[src/hw/rtl/assert_macros.svh]
// ----------------------------------------------------------------------------
// Assertion macros
// Shared concurrent assertion forms for the sine/cosine unit.
// ----------------------------------------------------------------------------
`ifndef ASSERT_MACROS_SVH
`define ASSERT_MACROS_SVH

// cond must hold at every edge outside reset
`define SCP_ASSERT_HOLDS(label, clk, rstn, cond) \
    label: assert property (@(posedge clk) disable iff (!rstn) (cond)) \
        else $error("assertion failed");

// cons must hold in the cycle where ante holds
`define SCP_ASSERT_IMPL(label, clk, rstn, ante, cons) \
    label: assert property (@(posedge clk) disable iff (!rstn) (ante) |-> (cons)) \
        else $error("assertion failed");

`endif

[src/hw/rtl/sincos_pkg.sv]
// ----------------------------------------------------------------------------
// sincos_pkg
// Types and constants shared by the sine/cosine pipeline.
// ----------------------------------------------------------------------------
package sincos_pkg;

    localparam int ANGLE_W = 32;
    localparam int OUT_W   = 18;

    // remainder in 32 fraction bits, polynomial argument in 30
    localparam int RW  = 36;
    localparam int XW  = RW - 2;
    localparam int SQW = 35;
    localparam int P1W = 26;
    localparam int P2W = 32;
    localparam int P3W = 33;
    localparam int YW  = 34;
    localparam int CW  = 32;
    localparam int POLY_SH = 30;

    localparam logic [31:0] TWO_OVER_PI_Q32 = 32'd2734261102;
    localparam logic [7:0]  HALF_PI_RAT     = 8'd201;
    localparam int          HALF_PI_RAT_SH  = 25;
    localparam logic [20:0] HALF_PI_RES     = 21'd2078020;
    localparam logic signed [RW-1:0] HALF_PI_Q32 = 36'sd6746518852;

    localparam logic signed [CW-1:0] POLY_ONE = 32'sd1073741824;
    localparam logic signed [CW-1:0] POLY_C3  = 32'sd178949812;
    localparam logic signed [CW-1:0] POLY_C5  = 32'sd8927412;
    localparam logic signed [CW-1:0] POLY_C7  = 32'sd199093;

    localparam logic signed [OUT_W-1:0] OUT_MAX = 18'sd131071;
    localparam logic signed [OUT_W-1:0] OUT_MIN = -18'sd131072;

    typedef enum logic [1:0] {
        QUAD_I,
        QUAD_II,
        QUAD_III,
        QUAD_IV
    } quad_t;

    typedef struct packed {
        logic                 neg;
        logic signed [XW-1:0] x_sin;
        logic signed [XW-1:0] x_cos;
    } x_pair_t;

    typedef struct packed {
        logic                 neg;
        logic signed [YW-1:0] y_sin;
        logic signed [YW-1:0] y_cos;
    } y_pair_t;

endpackage

[src/hw/rtl/sincos_round.sv]
// ----------------------------------------------------------------------------
// sincos_round
// Round half up, sine sign restore and saturation into the output register.
// ----------------------------------------------------------------------------
module sincos_round #(
    parameter int OUT_FRAC_BITS = 16
) (
    input  logic                                aclk,
    input  logic                                aresetn,
    input  logic                                in_valid,
    output logic                                in_ready,
    input  sincos_pkg::y_pair_t                 in_data,
    output logic                                out_valid,
    input  logic                                out_ready,
    output logic signed [sincos_pkg::OUT_W-1:0] out_sine,
    output logic signed [sincos_pkg::OUT_W-1:0] out_cosine
);
    import sincos_pkg::*;

    localparam int SH = POLY_SH - OUT_FRAC_BITS;
    localparam int VW = YW + 2;
    localparam logic signed [YW:0] HALF = ((YW+1)'(1) << SH) >>> 1;

    logic                    vld_reg, en;
    logic signed [YW:0]      sum_s, sum_c;
    logic signed [VW-1:0]    vs, vc;
    logic signed [OUT_W-1:0] sine_reg, sine_next, cosine_reg, cosine_next;

    assign en       = !vld_reg || out_ready;
    assign in_ready = en;

    always_comb begin
        sum_s = (YW+1)'(in_data.y_sin) + HALF;
        sum_c = (YW+1)'(in_data.y_cos) + HALF;
        vs    = in_data.neg ? -VW'(sum_s >>> SH) : VW'(sum_s >>> SH);
        vc    = VW'(sum_c >>> SH);
        priority if (vs > OUT_MAX) begin
            sine_next = OUT_MAX;
        end else if (vs < OUT_MIN) begin
            sine_next = OUT_MIN;
        end else begin
            sine_next = vs[OUT_W-1:0];
        end
        priority if (vc > OUT_MAX) begin
            cosine_next = OUT_MAX;
        end else if (vc < OUT_MIN) begin
            cosine_next = OUT_MIN;
        end else begin
            cosine_next = vc[OUT_W-1:0];
        end
    end

    always_ff @(posedge aclk) begin
        if (!aresetn) begin
            vld_reg <= 1'b0;
        end else if (en) begin
            vld_reg <= in_valid;
        end
    end

    always_ff @(posedge aclk) begin
        if (en) begin
            sine_reg   <= sine_next;
            cosine_reg <= cosine_next;
        end
    end

    assign out_valid  = vld_reg;
    assign out_sine   = sine_reg;
    assign out_cosine = cosine_reg;

endmodule

[config.mk]
export PLATFORM = sky130hd
export DESIGN_NAME = sincos_round
export DESIGN_NICKNAME = d
export VERILOG_FILES = /design/src/hw/rtl/assert_macros.svh /design/src/hw/rtl/sincos_pkg.sv /design/src/hw/rtl/sincos_round.sv
export SDC_FILE = /design/constraint.sdc
export NUM_CORES = 1
export LEC_CHECK = 0
export BUFFER_PORTS_ARGS = -buffer_cell sky130_fd_sc_hd__buf_4
export CORE_MARGIN = 3
export CORE_UTILIZATION = 45
export CTS_CLUSTER_DIAMETER = 60
export CTS_CLUSTER_SIZE = 12
export DETAILED_ROUTE_END_ITERATION = 7
export GPL_ROUTABILITY_DRIVEN = 0
export PLACE_DENSITY_LB_ADDON = 0.05
export REMOVE_ABC_BUFFERS = 1
export SYNTH_ARGS = -nofsm -noshare
export SYNTH_HDL_FRONTEND = slang
export SYNTH_SLANG_ARGS = --single-unit
[constraint.sdc]
create_clock -name aclk -period 4.68 [get_ports aclk]
set_input_delay 0.702 -clock aclk [delete_from_list [all_inputs] [get_ports aclk]]
set_output_delay 0.702 -clock aclk [all_outputs]
set_load 0.05 [all_outputs]
Yosys cells after proc, flatten, opt, wreduce, memory -nomap -nowiden
Cells that the tools add are included.
Widths: inputs -> output; s select.
{"block": "totals", "reg_bits": 37, "input_bits": 73, "out_inout_bits": 38, "word_cells": 15}
{"block": "classes", "add_sub_neg": 3, "magnitude_cmp": 4, "muxes": 3, "n_reduce_logical": 2}
{"cell": "$add 34x15->35 const B", "count": 2}
{"cell": "$gt 36x18->1 const B", "count": 1}
{"cell": "$lt 36x18->1 const B", "count": 1}
{"cell": "$mux 18", "count": 2}
{"cell": "$mux 36", "count": 1}
{"cell": "$neg 21->36", "count": 1}
{"cell": "$gt 21x18->1 const B", "count": 1}
{"cell": "$lt 21x18->1 const B", "count": 1}
{"cell": "$logic_not 1->1", "count": 1}
{"cell": "$logic_or 1x1->1", "count": 1}

Logic depth before layout (Yosys ltp)
{"block": "depth", "depth_word": 5, "depth_mapped": 12, "ltp_nobuf": 10}

Worst setup path before layout
Ideal clock, no wire load.
{"block": "synth_timing", "path_type": "input -> register", "from": "in in_data[47] in the netlist's numbering", "to": "reg sine_reg[12], in the netlist out_sine[12] (data pin)", "setup_time_ps": 267, "arrival_ps": 3150, "required_time_ps": 4413, "slack_ps": 1262, "cell_stages": 11, "n_path_buf": 2, "path_cell_list": "ha_1 > buf_6 > nand3_2 > nor4_4 > mux2i_1 > nor2_2 > o41ai_2 > xor2_2 > o311ai_4 > buf_6 > a22oi_2"}
{"block": "synth_between", "elab_chain_len": 5, "elab_cells_between_ends": 6}
{"item": "start: declaration", "line": "sincos_round.sv:12", "source": "input sincos_pkg::y_pair_t in_data,"}
{"item": "$add 34x15->35 (*)", "line": "sincos_round.sv:33", "source": "sum_s = (YW+1)'(in_data.y_sin) + HALF;"}
{"item": "$neg 21->36", "line": "sincos_round.sv:35", "source": "vs = in_data.neg ? -VW'(sum_s >>> SH) : VW'(sum_s >>> SH);"}
{"item": "$mux 36 (*)", "line": "sincos_round.sv:35"}
{"item": "$lt 36x18->1", "line": "sincos_round.sv:39", "source": "end else if (vs < OUT_MIN) begin"}
{"item": "$mux 18", "line": "sincos_round.sv:39"}
{"item": "end signal: assignment", "line": "sincos_round.sv:63", "source": "sine_reg <= sine_next;"}
{"item": "end: declaration", "line": "sincos_round.sv:27", "source": "logic signed [OUT_W-1:0] sine_reg, sine_next, cosine_reg, cosine_next;"}
Every way passes the cells marked *; elsewhere a longest branch is shown, timed or not.
A chain may end at the register's enable or synchronous reset.

Worst setup path in the final report
{"block": "layout_timing", "from": "in in_data[47] in the netlist's numbering", "to": "reg sine_reg[8], in the netlist out_sine[8] (data pin)"}
The elaborated chain is that of the path after synthesis.

==> results.yml <==
timing:
  finalSetupViolations: 0
  drv_slew: 0
  fmax_ghz: 0.2705
  clock_skew_ns: 0.001552
  rsz0062_at_grt: "false"
  tightestPinTransition_ns: 0.9292
  hold_violations: 0
  holdWs_ns: 0.6704
  relSlewSlack_pct: 38.05
  fin_crit_sh_pct: 78.99
  setup_tns_ns: 0
  timing.final.ws_setup_ns: 0.9832
  period_minus_slack_ns: 3.697
die:
  fp.dieArea_mm2: 0.008455
  die-height_um: 91.95
  num_rows: 30
  core_area_mm2: 0.006982
  die_w_um: 91.95
  io-pin-count: 111
  start_util_pct: 47.62
hold_path:
  whs_path_depth: 3
  worstHoldPathType: "input port to flop"
  worstHoldEndpoint: "out_valid"
  hold_path_startpoint: "in_valid"
synth:
  async_flop_share_pct: 0
  ys_types: 68
  synth_area_per_cell_um2: 9.692
  yosys.area_share.simple_pct: 24.43
  synth_compound_area_share_pct: 20.02
  yosys_warnings: 0
  synth_top_area_cell: "edfxtp_1"
  synth_cells: 343
  yosys.area.top_type_share_pct: 32.52
  synth_flop_cell: "edfxtp_1"
  ys_ff_latch: 37
  synthTopCellsByCount: "36 x edfxtp_1, 34 x xnor2_1, 30 x nand2_1, 25 x o21ai_0, 17 x nand3_1"
  synthXorXnorAreaFrac_pct: 14.15
  syn_area_mm2: 0.003324
  synth_top_family_by_area: "simple AND/OR/NAND/NOR gates"
  synth_fa_ha_area_share_pct: 1.129
  synth.most_common_cell: "edfxtp_1"
  synthTopCellsByArea: "edfxtp_1 33%, xnor2_1 9.0%, xor2_1 4.2%, a22oi_2 3.8%, o21ai_0 3.8%"
  seq_area_frac_synth_pct: 33.12
  synthMuxAreaShare_pct: 1.204
  synth_edf_count: 36
clock_network:
  clk_pin_slew_ns: 0.07
  holdBufCountCts: 0
  cts-buffers-inserted: 5
  root_buffer: "clkbuf_8"
  cts.htree.levels: 2
  cts_resized: 0
  cts_setup_buffers: 0
  insertion_delay_ns: 0.28
  clk_path_buf_depth: 2
  cts.sinks: 37
  cts_tree: "yes"
global_route:
  antenna_found_initial: 0
  grt_max_degree: 39
  track_usage_pct: 16.42
  grt_remaining_overflow: 0
  grt_pass1_vias: 2499
  grt_pass1_wl_um: 11440
critical_path:
  r2r_end: "out_sine[8]"
  rr_worst_depth: 1
  critPathMaxFanout: 17
  setup.worst_path.start_class: "input port"
  startpoint: "in_data[47]"
  reg2reg_slack_ns: 3.39
  path_class: "input port to flop"
  regToRegStartpoint: "out_valid"
  end_kind: "flop"
  critPathArrivalTime_ns: 3.69
  cp.required_ns: 4.67
placed_design:
  dpl.hpwl_um: 5557
  dp.cells: 500
  dp_slack_ns: 0.7026
  io_buffers: 84
final_layout:
  nNetsFinal: 487
  nFillCells: 648
  diodes: 0
  multi_input_area_mm2: 0.002028
  final_cells: 508
  regArea_mm2: 0.001101
  syn2layout_area_growth_pct: 20.40
  drive_gt1_share_pct: 30.58
drt:
  drt-initial-drc-count: 108
  drt_first_pass_iters: 4
  drc: 0
  vias_per_cell: 5.394
  vias: 2740
  wl_um: 6859
  ant_nets: 0
  wire_per_inst_um: 13.50
power_and_ir_drop:
  power.leakage_nw: 1.491
  vdd_drop_max_mv: 0.08940
  p_per_area_mw_per_mm2: 255.9
outcome:
  status: "completed"
job:
  maxCapViolations: 0
==> routing by layer <==
metal | global-route usage, % | part of all wire, % | vias up
met1 | 20.97 | 45 | 1249
met2 | 28.71 | 48 | 70
met4 | 5.322 | 1.6 | 0
met5 | 0 | 0 | -
met3 | 2.051 | 5.7 | 8
li1 | - | - | 1413
==> critical path: stages <==
cell,delay (ns)
buf_4,0.13
ha_1,0.33
nand3_2,0.28
nor4_4,0.50
mux2i_1,0.34
nor2_2,0.11
o41ai_2,0.46
xor2_2,0.18
o311ai_4,0.27
buf_4,0.28
a22oi_1,0.10
==> placed cells by master, fill, tap and decap left out, types with 6 or more instances in the layout <==
| cell | netlist | routed |
|---|---|---|
| nand2_1 | 30 | 30 |
| o21ai_0 | 25 | 25 |
| inv_1 | 9 | 9 |
| nand3_1 | 17 | 17 |
| and3_1 | 14 | 14 |
| buf_4 | 3 | 85 |
| xor2_1 | 16 | 16 |
| nand4_1 | 8 | 8 |
| nor2_1 | 14 | 14 |
| edfxtp_1 | 36 | 36 |
| a22oi_1 | 9 | 9 |
| a22oi_2 | 10 | 10 |
| nor3_1 | 6 | 6 |
| xnor2_1 | 34 | 34 |
==> power by group <==
| part | internal (mW) | switching (mW) |
|---|---|---|
| registers | 0.411 | 0.00998 |
| clock network | 0.100 | 0.103 |
| logic | 0.138 | 0.263 |
| total | 0.649 | 0.376 |
==> flip-flops by register name, summed over array words and instances, names as in the netlist <==
register,count
out_sine,18
out_cosine,18
out_valid,1
==> worst max path at each step <==
stage / slack [ns] / to
floorplan: 1.03 / out_sine[10]
global placement: 0.72 / out_sine[5]
detailed placement: 0.70 / out_sine[8]
CTS: 1.01 / out_sine[8]
global route: 0.79 / out_sine[5]
finish: 0.98 / out_sine[8]
==> logic make-up after synthesis <==
logic type	count (synthesis)
simple gates	132
compound gates	82
xor+xnor	52
fa+ha+maj	3
mux	4
buf+inv	33
flops	37
==> stage by stage <==
| step | utilization (%) | cell area (um2) | total power, mW |
|---|---|---|---|
| global route | 57.33 | 4003 | 1.073 |
| floorplan | - | 3161 | 0.6956 |
| detailed placement | 56.16 | 3921 | 0.8308 |
| CTS | 57.33 | 4003 | 1.032 |
| global placement | 56.16 | 3921 | 0.8263 |
| finish | 57.33 | 4003 | 1.024 |
==> final cells by class <==
type / instances / area share, %
multi-input combinational: 273 / 50.67
sequential: 37 / 27.51
timing repair buffer: 85 / 15.94
tap: 96 / 3.001
clock buffer: 5 / 1.719
inverter: 9 / 0.8440
clock inverter: 3 / 0.3126
No activity file was read; power rests on OpenSTA's default activity.
