[src/hw/rtl/assert_macros.svh]
// ----------------------------------------------------------------------------
// Assertion macros
// Shared concurrent assertion forms for the sine/cosine unit.
// ----------------------------------------------------------------------------
`ifndef ASSERT_MACROS_SVH
`define ASSERT_MACROS_SVH

// cond must hold at every edge outside reset
`define SCP_ASSERT_HOLDS(label, clk, rstn, cond) \
    label: assert property (@(posedge clk) disable iff (!rstn) (cond)) \
        else $error("assertion failed");

// cons must hold in the cycle where ante holds
`define SCP_ASSERT_IMPL(label, clk, rstn, ante, cons) \
    label: assert property (@(posedge clk) disable iff (!rstn) (ante) |-> (cons)) \
        else $error("assertion failed");

`endif

[src/hw/rtl/sincos_pkg.sv]
// ----------------------------------------------------------------------------
// sincos_pkg
// Types and constants shared by the sine/cosine pipeline.
// ----------------------------------------------------------------------------
package sincos_pkg;

    localparam int ANGLE_W = 32;
    localparam int OUT_W   = 18;

    // remainder in 32 fraction bits, polynomial argument in 30
    localparam int RW  = 36;
    localparam int XW  = RW - 2;
    localparam int SQW = 35;
    localparam int P1W = 26;
    localparam int P2W = 32;
    localparam int P3W = 33;
    localparam int YW  = 34;
    localparam int CW  = 32;
    localparam int POLY_SH = 30;

    localparam logic [31:0] TWO_OVER_PI_Q32 = 32'd2734261102;
    localparam logic [7:0]  HALF_PI_RAT     = 8'd201;
    localparam int          HALF_PI_RAT_SH  = 25;
    localparam logic [20:0] HALF_PI_RES     = 21'd2078020;
    localparam logic signed [RW-1:0] HALF_PI_Q32 = 36'sd6746518852;

    localparam logic signed [CW-1:0] POLY_ONE = 32'sd1073741824;
    localparam logic signed [CW-1:0] POLY_C3  = 32'sd178949812;
    localparam logic signed [CW-1:0] POLY_C5  = 32'sd8927412;
    localparam logic signed [CW-1:0] POLY_C7  = 32'sd199093;

    localparam logic signed [OUT_W-1:0] OUT_MAX = 18'sd131071;
    localparam logic signed [OUT_W-1:0] OUT_MIN = -18'sd131072;

    typedef enum logic [1:0] {
        QUAD_I,
        QUAD_II,
        QUAD_III,
        QUAD_IV
    } quad_t;

    typedef struct packed {
        logic                 neg;
        logic signed [XW-1:0] x_sin;
        logic signed [XW-1:0] x_cos;
    } x_pair_t;

    typedef struct packed {
        logic                 neg;
        logic signed [YW-1:0] y_sin;
        logic signed [YW-1:0] y_cos;
    } y_pair_t;

endpackage

[src/hw/rtl/sincos_reduce.sv]
// ----------------------------------------------------------------------------
// sincos_reduce
// Sign removal, quadrant count by 2/pi, exact remainder and per-quadrant arguments, five stages.
// ----------------------------------------------------------------------------
`include "assert_macros.svh"

module sincos_reduce #(
    parameter int ANGLE_FRAC_BITS = 24
) (
    input  logic                                  aclk,
    input  logic                                  aresetn,
    input  logic                                  in_valid,
    output logic                                  in_ready,
    input  logic signed [sincos_pkg::ANGLE_W-1:0] in_angle,
    output logic                                  out_valid,
    input  logic                                  out_ready,
    output sincos_pkg::x_pair_t                   out_data
);
    import sincos_pkg::*;

    localparam int QW  = 32 - ANGLE_FRAC_BITS;
    localparam int MSH = 32 - ANGLE_FRAC_BITS;
    localparam int MW  = 32 + MSH;
    localparam int PW  = RW + QW;
    localparam int NS  = 5;

    logic [NS-1:0] vld_reg, vld_next, en;

    always_comb begin
        en[NS-1] = !vld_reg[NS-1] || out_ready;
        for (int i = NS - 2; i >= 0; i--) begin
            en[i] = !vld_reg[i] || en[i+1];
        end
        vld_next[0] = en[0] ? in_valid : vld_reg[0];
        for (int i = 1; i < NS; i++) begin
            vld_next[i] = en[i] ? vld_reg[i-1] : vld_reg[i];
        end
    end

    always_ff @(posedge aclk) begin
        if (!aresetn) begin
            vld_reg <= '0;
        end else begin
            vld_reg <= vld_next;
        end
    end

    assign in_ready  = en[0];
    assign out_valid = vld_reg[NS-1];

    // stage A: magnitude
    logic        neg_a_reg;
    logic [31:0] mag_a_reg, mag_a_next;

    assign mag_a_next = in_angle[ANGLE_W-1] ? unsigned'(-in_angle) : unsigned'(in_angle);

    always_ff @(posedge aclk) begin
        if (en[0]) begin
            neg_a_reg <= in_angle[ANGLE_W-1];
            mag_a_reg <= mag_a_next;
        end
    end

    // stage B: quadrant count
    logic [63:0]   prod_b;
    logic          neg_b_reg;
    logic [31:0]   mag_b_reg;
    logic [QW-1:0] q_b_reg, q_b_next;

    assign prod_b   = 64'(mag_a_reg) * 64'(TWO_OVER_PI_Q32);
    assign q_b_next = prod_b[63 -: QW];

    always_ff @(posedge aclk) begin
        if (en[1]) begin
            neg_b_reg <= neg_a_reg;
            mag_b_reg <= mag_a_reg;
            q_b_reg   <= q_b_next;
        end
    end

    // stage C: multiples of pi/2, kept modulo 2^RW
    logic [MW-1:0] m32_full;
    logic [PW-1:0] rat_full, res_full;
    logic [RW-1:0] m32_c_reg, rat_c_reg, res_c_reg;
    logic [RW-1:0] m32_c_next, rat_c_next, res_c_next;
    logic [1:0]    quad_c_reg;
    logic          neg_c_reg;

    assign m32_full   = {mag_b_reg, {MSH{1'b0}}};
    assign rat_full   = PW'(q_b_reg) * PW'(HALF_PI_RAT);
    assign res_full   = PW'(q_b_reg) * PW'(HALF_PI_RES);
    assign m32_c_next = m32_full[RW-1:0];
    assign rat_c_next = rat_full[RW-1:0] << HALF_PI_RAT_SH;
    assign res_c_next = res_full[RW-1:0];

    always_ff @(posedge aclk) begin
        if (en[2]) begin
            m32_c_reg  <= m32_c_next;
            rat_c_reg  <= rat_c_next;
            res_c_reg  <= res_c_next;
            quad_c_reg <= q_b_reg[1:0];
            neg_c_reg  <= neg_b_reg;
        end
    end

    // stage D: remainder
    logic signed [RW-1:0] r_d_reg, r_d_next;
    logic [1:0]           quad_d_reg;
    logic                 neg_d_reg;

    assign r_d_next = signed'(m32_c_reg - rat_c_reg - res_c_reg);

    always_ff @(posedge aclk) begin
        if (en[3]) begin
            r_d_reg    <= r_d_next;
            quad_d_reg <= quad_c_reg;
            neg_d_reg  <= neg_c_reg;
        end
    end

    // stage E: per-quadrant arguments
    logic signed [RW-1:0] rm_e, xs32, xc32;
    logic signed [XW-1:0] xs_e_reg, xc_e_reg;
    logic                 neg_e_reg;

    assign rm_e = r_d_reg - HALF_PI_Q32;

    always_comb begin
        unique case (quad_t'(quad_d_reg))
            QUAD_I: begin
                xs32 = r_d_reg;
                xc32 = -rm_e;
            end
            QUAD_II: begin
                xs32 = -rm_e;
                xc32 = -r_d_reg;
            end
            QUAD_III: begin
                xs32 = -r_d_reg;
                xc32 = rm_e;
            end
            default: begin
                xs32 = rm_e;
                xc32 = r_d_reg;
            end
        endcase
    end

    always_ff @(posedge aclk) begin
        if (en[4]) begin
            xs_e_reg  <= xs32[RW-1:2];
            xc_e_reg  <= xc32[RW-1:2];
            neg_e_reg <= neg_d_reg;
        end
    end

    assign out_data.neg   = neg_e_reg;
    assign out_data.x_sin = xs_e_reg;
    assign out_data.x_cos = xc_e_reg;

    `SCP_ASSERT_HOLDS(a_rem_nonneg, aclk, aresetn, !vld_reg[3] || !r_d_reg[RW-1])

endmodule

[config.mk]
export PLATFORM = sky130hd
export DESIGN_NAME = sincos_reduce
export DESIGN_NICKNAME = d
export VERILOG_FILES = /design/src/hw/rtl/sincos_pkg.sv /design/src/hw/rtl/sincos_reduce.sv
export VERILOG_INCLUDE_DIRS = /design/src /design/src/hw/rtl
export SDC_FILE = /design/constraint.sdc
export NUM_CORES = 2
export LEC_CHECK = 0
export ABC_AREA = 1
export BUFFER_PORTS_ARGS = -buffer_cell sky130_fd_sc_hd__clkbuf_2
export CORE_UTILIZATION = 65
export CTS_CLUSTER_SIZE = 28
export DETAILED_ROUTE_END_ITERATION = 8
export MAX_ROUTING_LAYER = met4
export PLACE_DENSITY_LB_ADDON = 0.2
export SLEW_MARGIN = 20
export SYNTH_ARGS = -nofsm -noshare
export SYNTH_HDL_FRONTEND = slang
export SYNTH_SLANG_ARGS = --single-unit
[constraint.sdc]
create_clock -name aclk -period 16 [get_ports aclk]
set_clock_uncertainty 0.2 [all_clocks]
set_input_delay 3.2 -clock aclk [delete_from_list [all_inputs] [get_ports aclk]]
set_output_delay 3.2 -clock aclk [all_outputs]
set_load 0.02 [all_outputs]
Yosys cells after proc, flatten, opt, wreduce, memory -nomap -nowiden
Cells that the tools add are included.

word-level totals
  register bits = 252
  latch bits = 0
  memories = 0
  ROM bits = 0
  memory bits (writable) = 0
  output and inout bits = 71
  word-level logic and storage cells = 47
  bits of input ports = 36

operators by class
  div/mod/pow operators = 0
  muxes and demuxes = 3
  add/subtract/negate cells = 6
  magnitude comparators = 0
  shifts and indexed selects = 0
  eq/ne operators = 2
  reduce and logical (&&, ||, !) cells = 11
  bitwise operators = 0
  $mul = 3

operator list
  kind                                                                   number
  36-bit case mux with 3 select lines                                    2
  36-bit negator                                                         2
  32-bit by 31-bit multiplier with 63-bit output, second input constant  1
  36-bit by 29-bit subtractor with 36-bit output                         1
  36-bit by 34-bit subtractor with 36-bit output, second input constant  1
  36-bit subtractor                                                      1
  32-bit negator                                                         1
  31-bit 2-to-1 mux                                                      1
  8-bit by 19-bit multiplier with 27-bit output, second input constant   1
  8-bit by 8-bit multiplier with 11-bit output, second input constant    1
  1-bit logical NOT                                                      5
  1-bit logical OR                                                       5
  2-bit by 1-bit equality test with 1-bit output, second input constant  1
  2-bit equality test, second input constant                             1
  2-bit logical NOT                                                      1

Logic depth before layout (Yosys ltp)
  depth in word-level cells = 6
  gate-level depth with buffers = 27
  depth with buffers taken out = 27

Worst setup path after synthesis
OpenSTA, ideal clock, no wires.

  kind = input -> output
  start = input port out_ready
  end = output port in_ready
  path buffers = 0
  path slack = 4.607 ns
  arrival time = 7.993 ns
  required time = 12.600 ns
  stages on the path = 8
  path through = nor2_1 inv_1 nor2_1 inv_1 nor2_1 inv_1 nor2_1 nand2_1

between the ends
  word-level cells in the longest chain between the ends = 5

ends and longest elaborated chain
  element                        line                 source
  from (decl)                    sincos_reduce.sv:16  input logic out_ready,
  1-bit logical OR               sincos_reduce.sv:30  en[NS-1] = !vld_reg[NS-1] || out_ready;
  net en[4]                      sincos_reduce.sv:27  logic [NS-1:0] vld_reg, vld_next, en;
  1-bit logical OR               sincos_reduce.sv:32  en[i] = !vld_reg[i] || en[i+1];
  net en[3]                      sincos_reduce.sv:27
  1-bit logical OR               sincos_reduce.sv:32
  net en[2]                      sincos_reduce.sv:27
  1-bit logical OR (2 in a row)  sincos_reduce.sv:32
  to (decl)                      sincos_reduce.sv:13  output logic in_ready,

The timed path passes the listed nets, and every way through them passes these cells.

Worst setup path in the final report
Same ends and word-level chain as after synthesis.

==> key figures <==
STA
  • Slew headroom: 38.0%
  • RSZ-0062 raised after global routing: no
  • Max Freq: 127 MHz
  • # setup viols final: 0
  • Measured slew at the worst slew-check pin: 0.929 ns
  • Max-slew violation count: 0
  • Setup tns final: 0 ns
  • Final Critical Period: 7.87 ns
  • Final Hold Fails: 0
  • Period utilization: 49.2%

Floorplanning
  • Die footprint: 56100 µm²
  • Cell Rows: 85
  • Die X: 237 µm
  • Starting Density: 66.2%
  • Die Y: 237 µm
  • Number of placed I/O pins: 107
  • Core area: 54100 µm²

Placed design
  • Detailed Place HPWL: 78.8 mm
  • RD Place Congestion: 1.01
  • # port buffers: 106
  • Placed cell areas: 37100 µm²

Finish
  • Area delta synth->final: 6.39%
  • Nets@finish: 5123
  • Post-route cell area: 38100 µm²
  • Fillers: 4265
  • Ant diodes: 0
  • Fraction of layout cells with a size suffix above 1: 6.99%

Clock network
  • TritonCTS clock tree: built
  • H-tree depth: 1
  • Setup Fix Bufs, Post-CTS: 0
  • Cts bufs inserted: 28
  • CTS Sinks: 244
  • Clk slew on worst S/H paths: 0.07 ns
  • Post_cts resized: 0
  • Quantity of hold-fixing buffers added after cts: 0
  • Clock Latency Late Sink: 0.59 ns
  • Clock buffer depth: 3
  • Clock root cell: clkbuf_16

Logic synthesis
  • Main flop type after synthesis: edfxtp_1
  • FFs w/ async S/R, synth: 0%
  • Largest area contributor in the netlist: fa_1
  • Most common cell in the synthesized netlist: inv_1
  • Top cells by area, synth: fa_1 26%, edfxtp_1 20%, ha_1 18%
  • Syn nets: 5016
  • #FFs+latches synth: 244
  • Post-synthesis sequential area ratio: 20.3%
  • EDFF count, synth: 239
  • Mapped Area: 35800 µm²
  • Synth cell count leaders: 1001 x inv_1, 609 x nand2_1, 508 x ha_1, 469 x fa_1, 251 x nor2_1
  • Gate count after technology mapping: 4003
  • Post-Syn Area per Cell: 8.95 µm²
  • Warnings from Yosys: 0
  • Post-synth top area share: 26.2%
  • Cell variety after synth: 56

Routing
  • # DRC: 0
  • 1st-iter DRT viols: 1906
  • Mean number of vias per cell: 5.60
  • Final wirelength: 93.2 mm
  • DRT Pass-1 Iters: 8
  • Via count: 27000
  • DR WL/cell: 19.3 µm
  • Post-DRT Antenna Nets: 0

Worst setup path
  • Critical setup path kind: primary input to primary output
  • CP Capture Type: primary output
  • Startpoint Class: primary input
  • CP required: 12.60 ns
  • Arr. time, crit path: 4.47 ns
  • Crit path max fanout: 38

GRT
  • Remaining global-route overflow: 0
  • First-pass GRT wire length: 151 mm
  • Vias in the first global route: 28200
  • Largest net degree at the start of global routing: 71
  • Tot GR Track Use: 36.2%
  • Antenna violations before repair: 0

Flow run
  • Max-Cap Viols: 0

Outcome
  • Outcome: complete, no violations

Hold path
  • HP Class: flip-flop to flip-flop
-- cells in the final DEF, fill, tap and decap left out, drive strengths merged, types with 27 or more instances in the layout --
cell,count
a21oi,149
clkbuf,135
edfxtp,239
fa,469
ha,508
inv,1030
nand2,650
nand3,140
nand4,64
nor2,280
nor3,40
o2111ai,27
o21ai,103
xnor2,45
xor2,94
-- worst paths after layout --
| path | end | slack, ns | startpoint | cells past startpoint |
|---|---|---|---|---|
| max | in_ready | 8.13 | out_ready | 11 |
| min | m32_c_reg[34] | 0.20 | mag_b_reg[26] | 0 |
| max reg2reg | q_b_reg[1] | 8.57 | mag_a_reg[11] | 20 |
| min reg2reg | m32_c_reg[34] | 0.20 | mag_b_reg[26] | 0 |
-- worst max-delay path: stages --
cell and delay, ns:
clkbuf_2 0.08, nor2_1 0.12, inv_2 0.05, nor2_1 0.07, inv_1 0.05, buf_4 0.26
nor2_1 0.17, inv_2 0.05, nor2_1 0.16, nand2_1 0.09, clkbuf_2 0.16
-- kinds of logic after synthesis --
family	count (synthesis)	synth area share, %
other	2	0.0210
flip-flops	244	20.3
adder cells (fa/ha/maj)	977	44.0
AND/OR/NAND/NOR	1205	14.9
XOR/XNOR	139	3.45
buffers and inverters	1073	11.5
AO/OA/AOI/OAI	363	5.89
-- layer usage --
metal | wire, µm | vias up | global-route usage (%)
met5 | 0 | - | -
met4 | 4590 | 0 | 14.7
met3 | 6090 | 252 | 5.57
met2 | 44900 | 960 | 59.6
met1 | 37600 | 13000 | 44.7
li1 | - | 12800 | -
-- area by class of cell --
type	count	area, µm²	area share (%)
well taps	696	871	2.28
clock inverters	23	304	0.798
multi-input cells	2686	24400	64.1
clock buffers	29	704	1.85
repair buffers	122	651	1.71
inverters	1028	3870	10.2
flip-flops and latches	244	7280	19.1
-- per-stage QoR --
step	setup WS (ns)	hold WS, ns	utilization (%)	cells
after global routing	7.96	0.201	70.4	4828
final	8.13	0.204	70.4	4828
after floorplan	4.61	0.200	-	4003
after global placement	8.11	0.200	68.5	4776
after CTS	8.10	0.200	70.4	4828
after detailed placement	8.12	0.205	68.5	4776
Power is not shown: default switching activity piles up to over one toggle a cycle in this logic, so the estimate is an artifact.
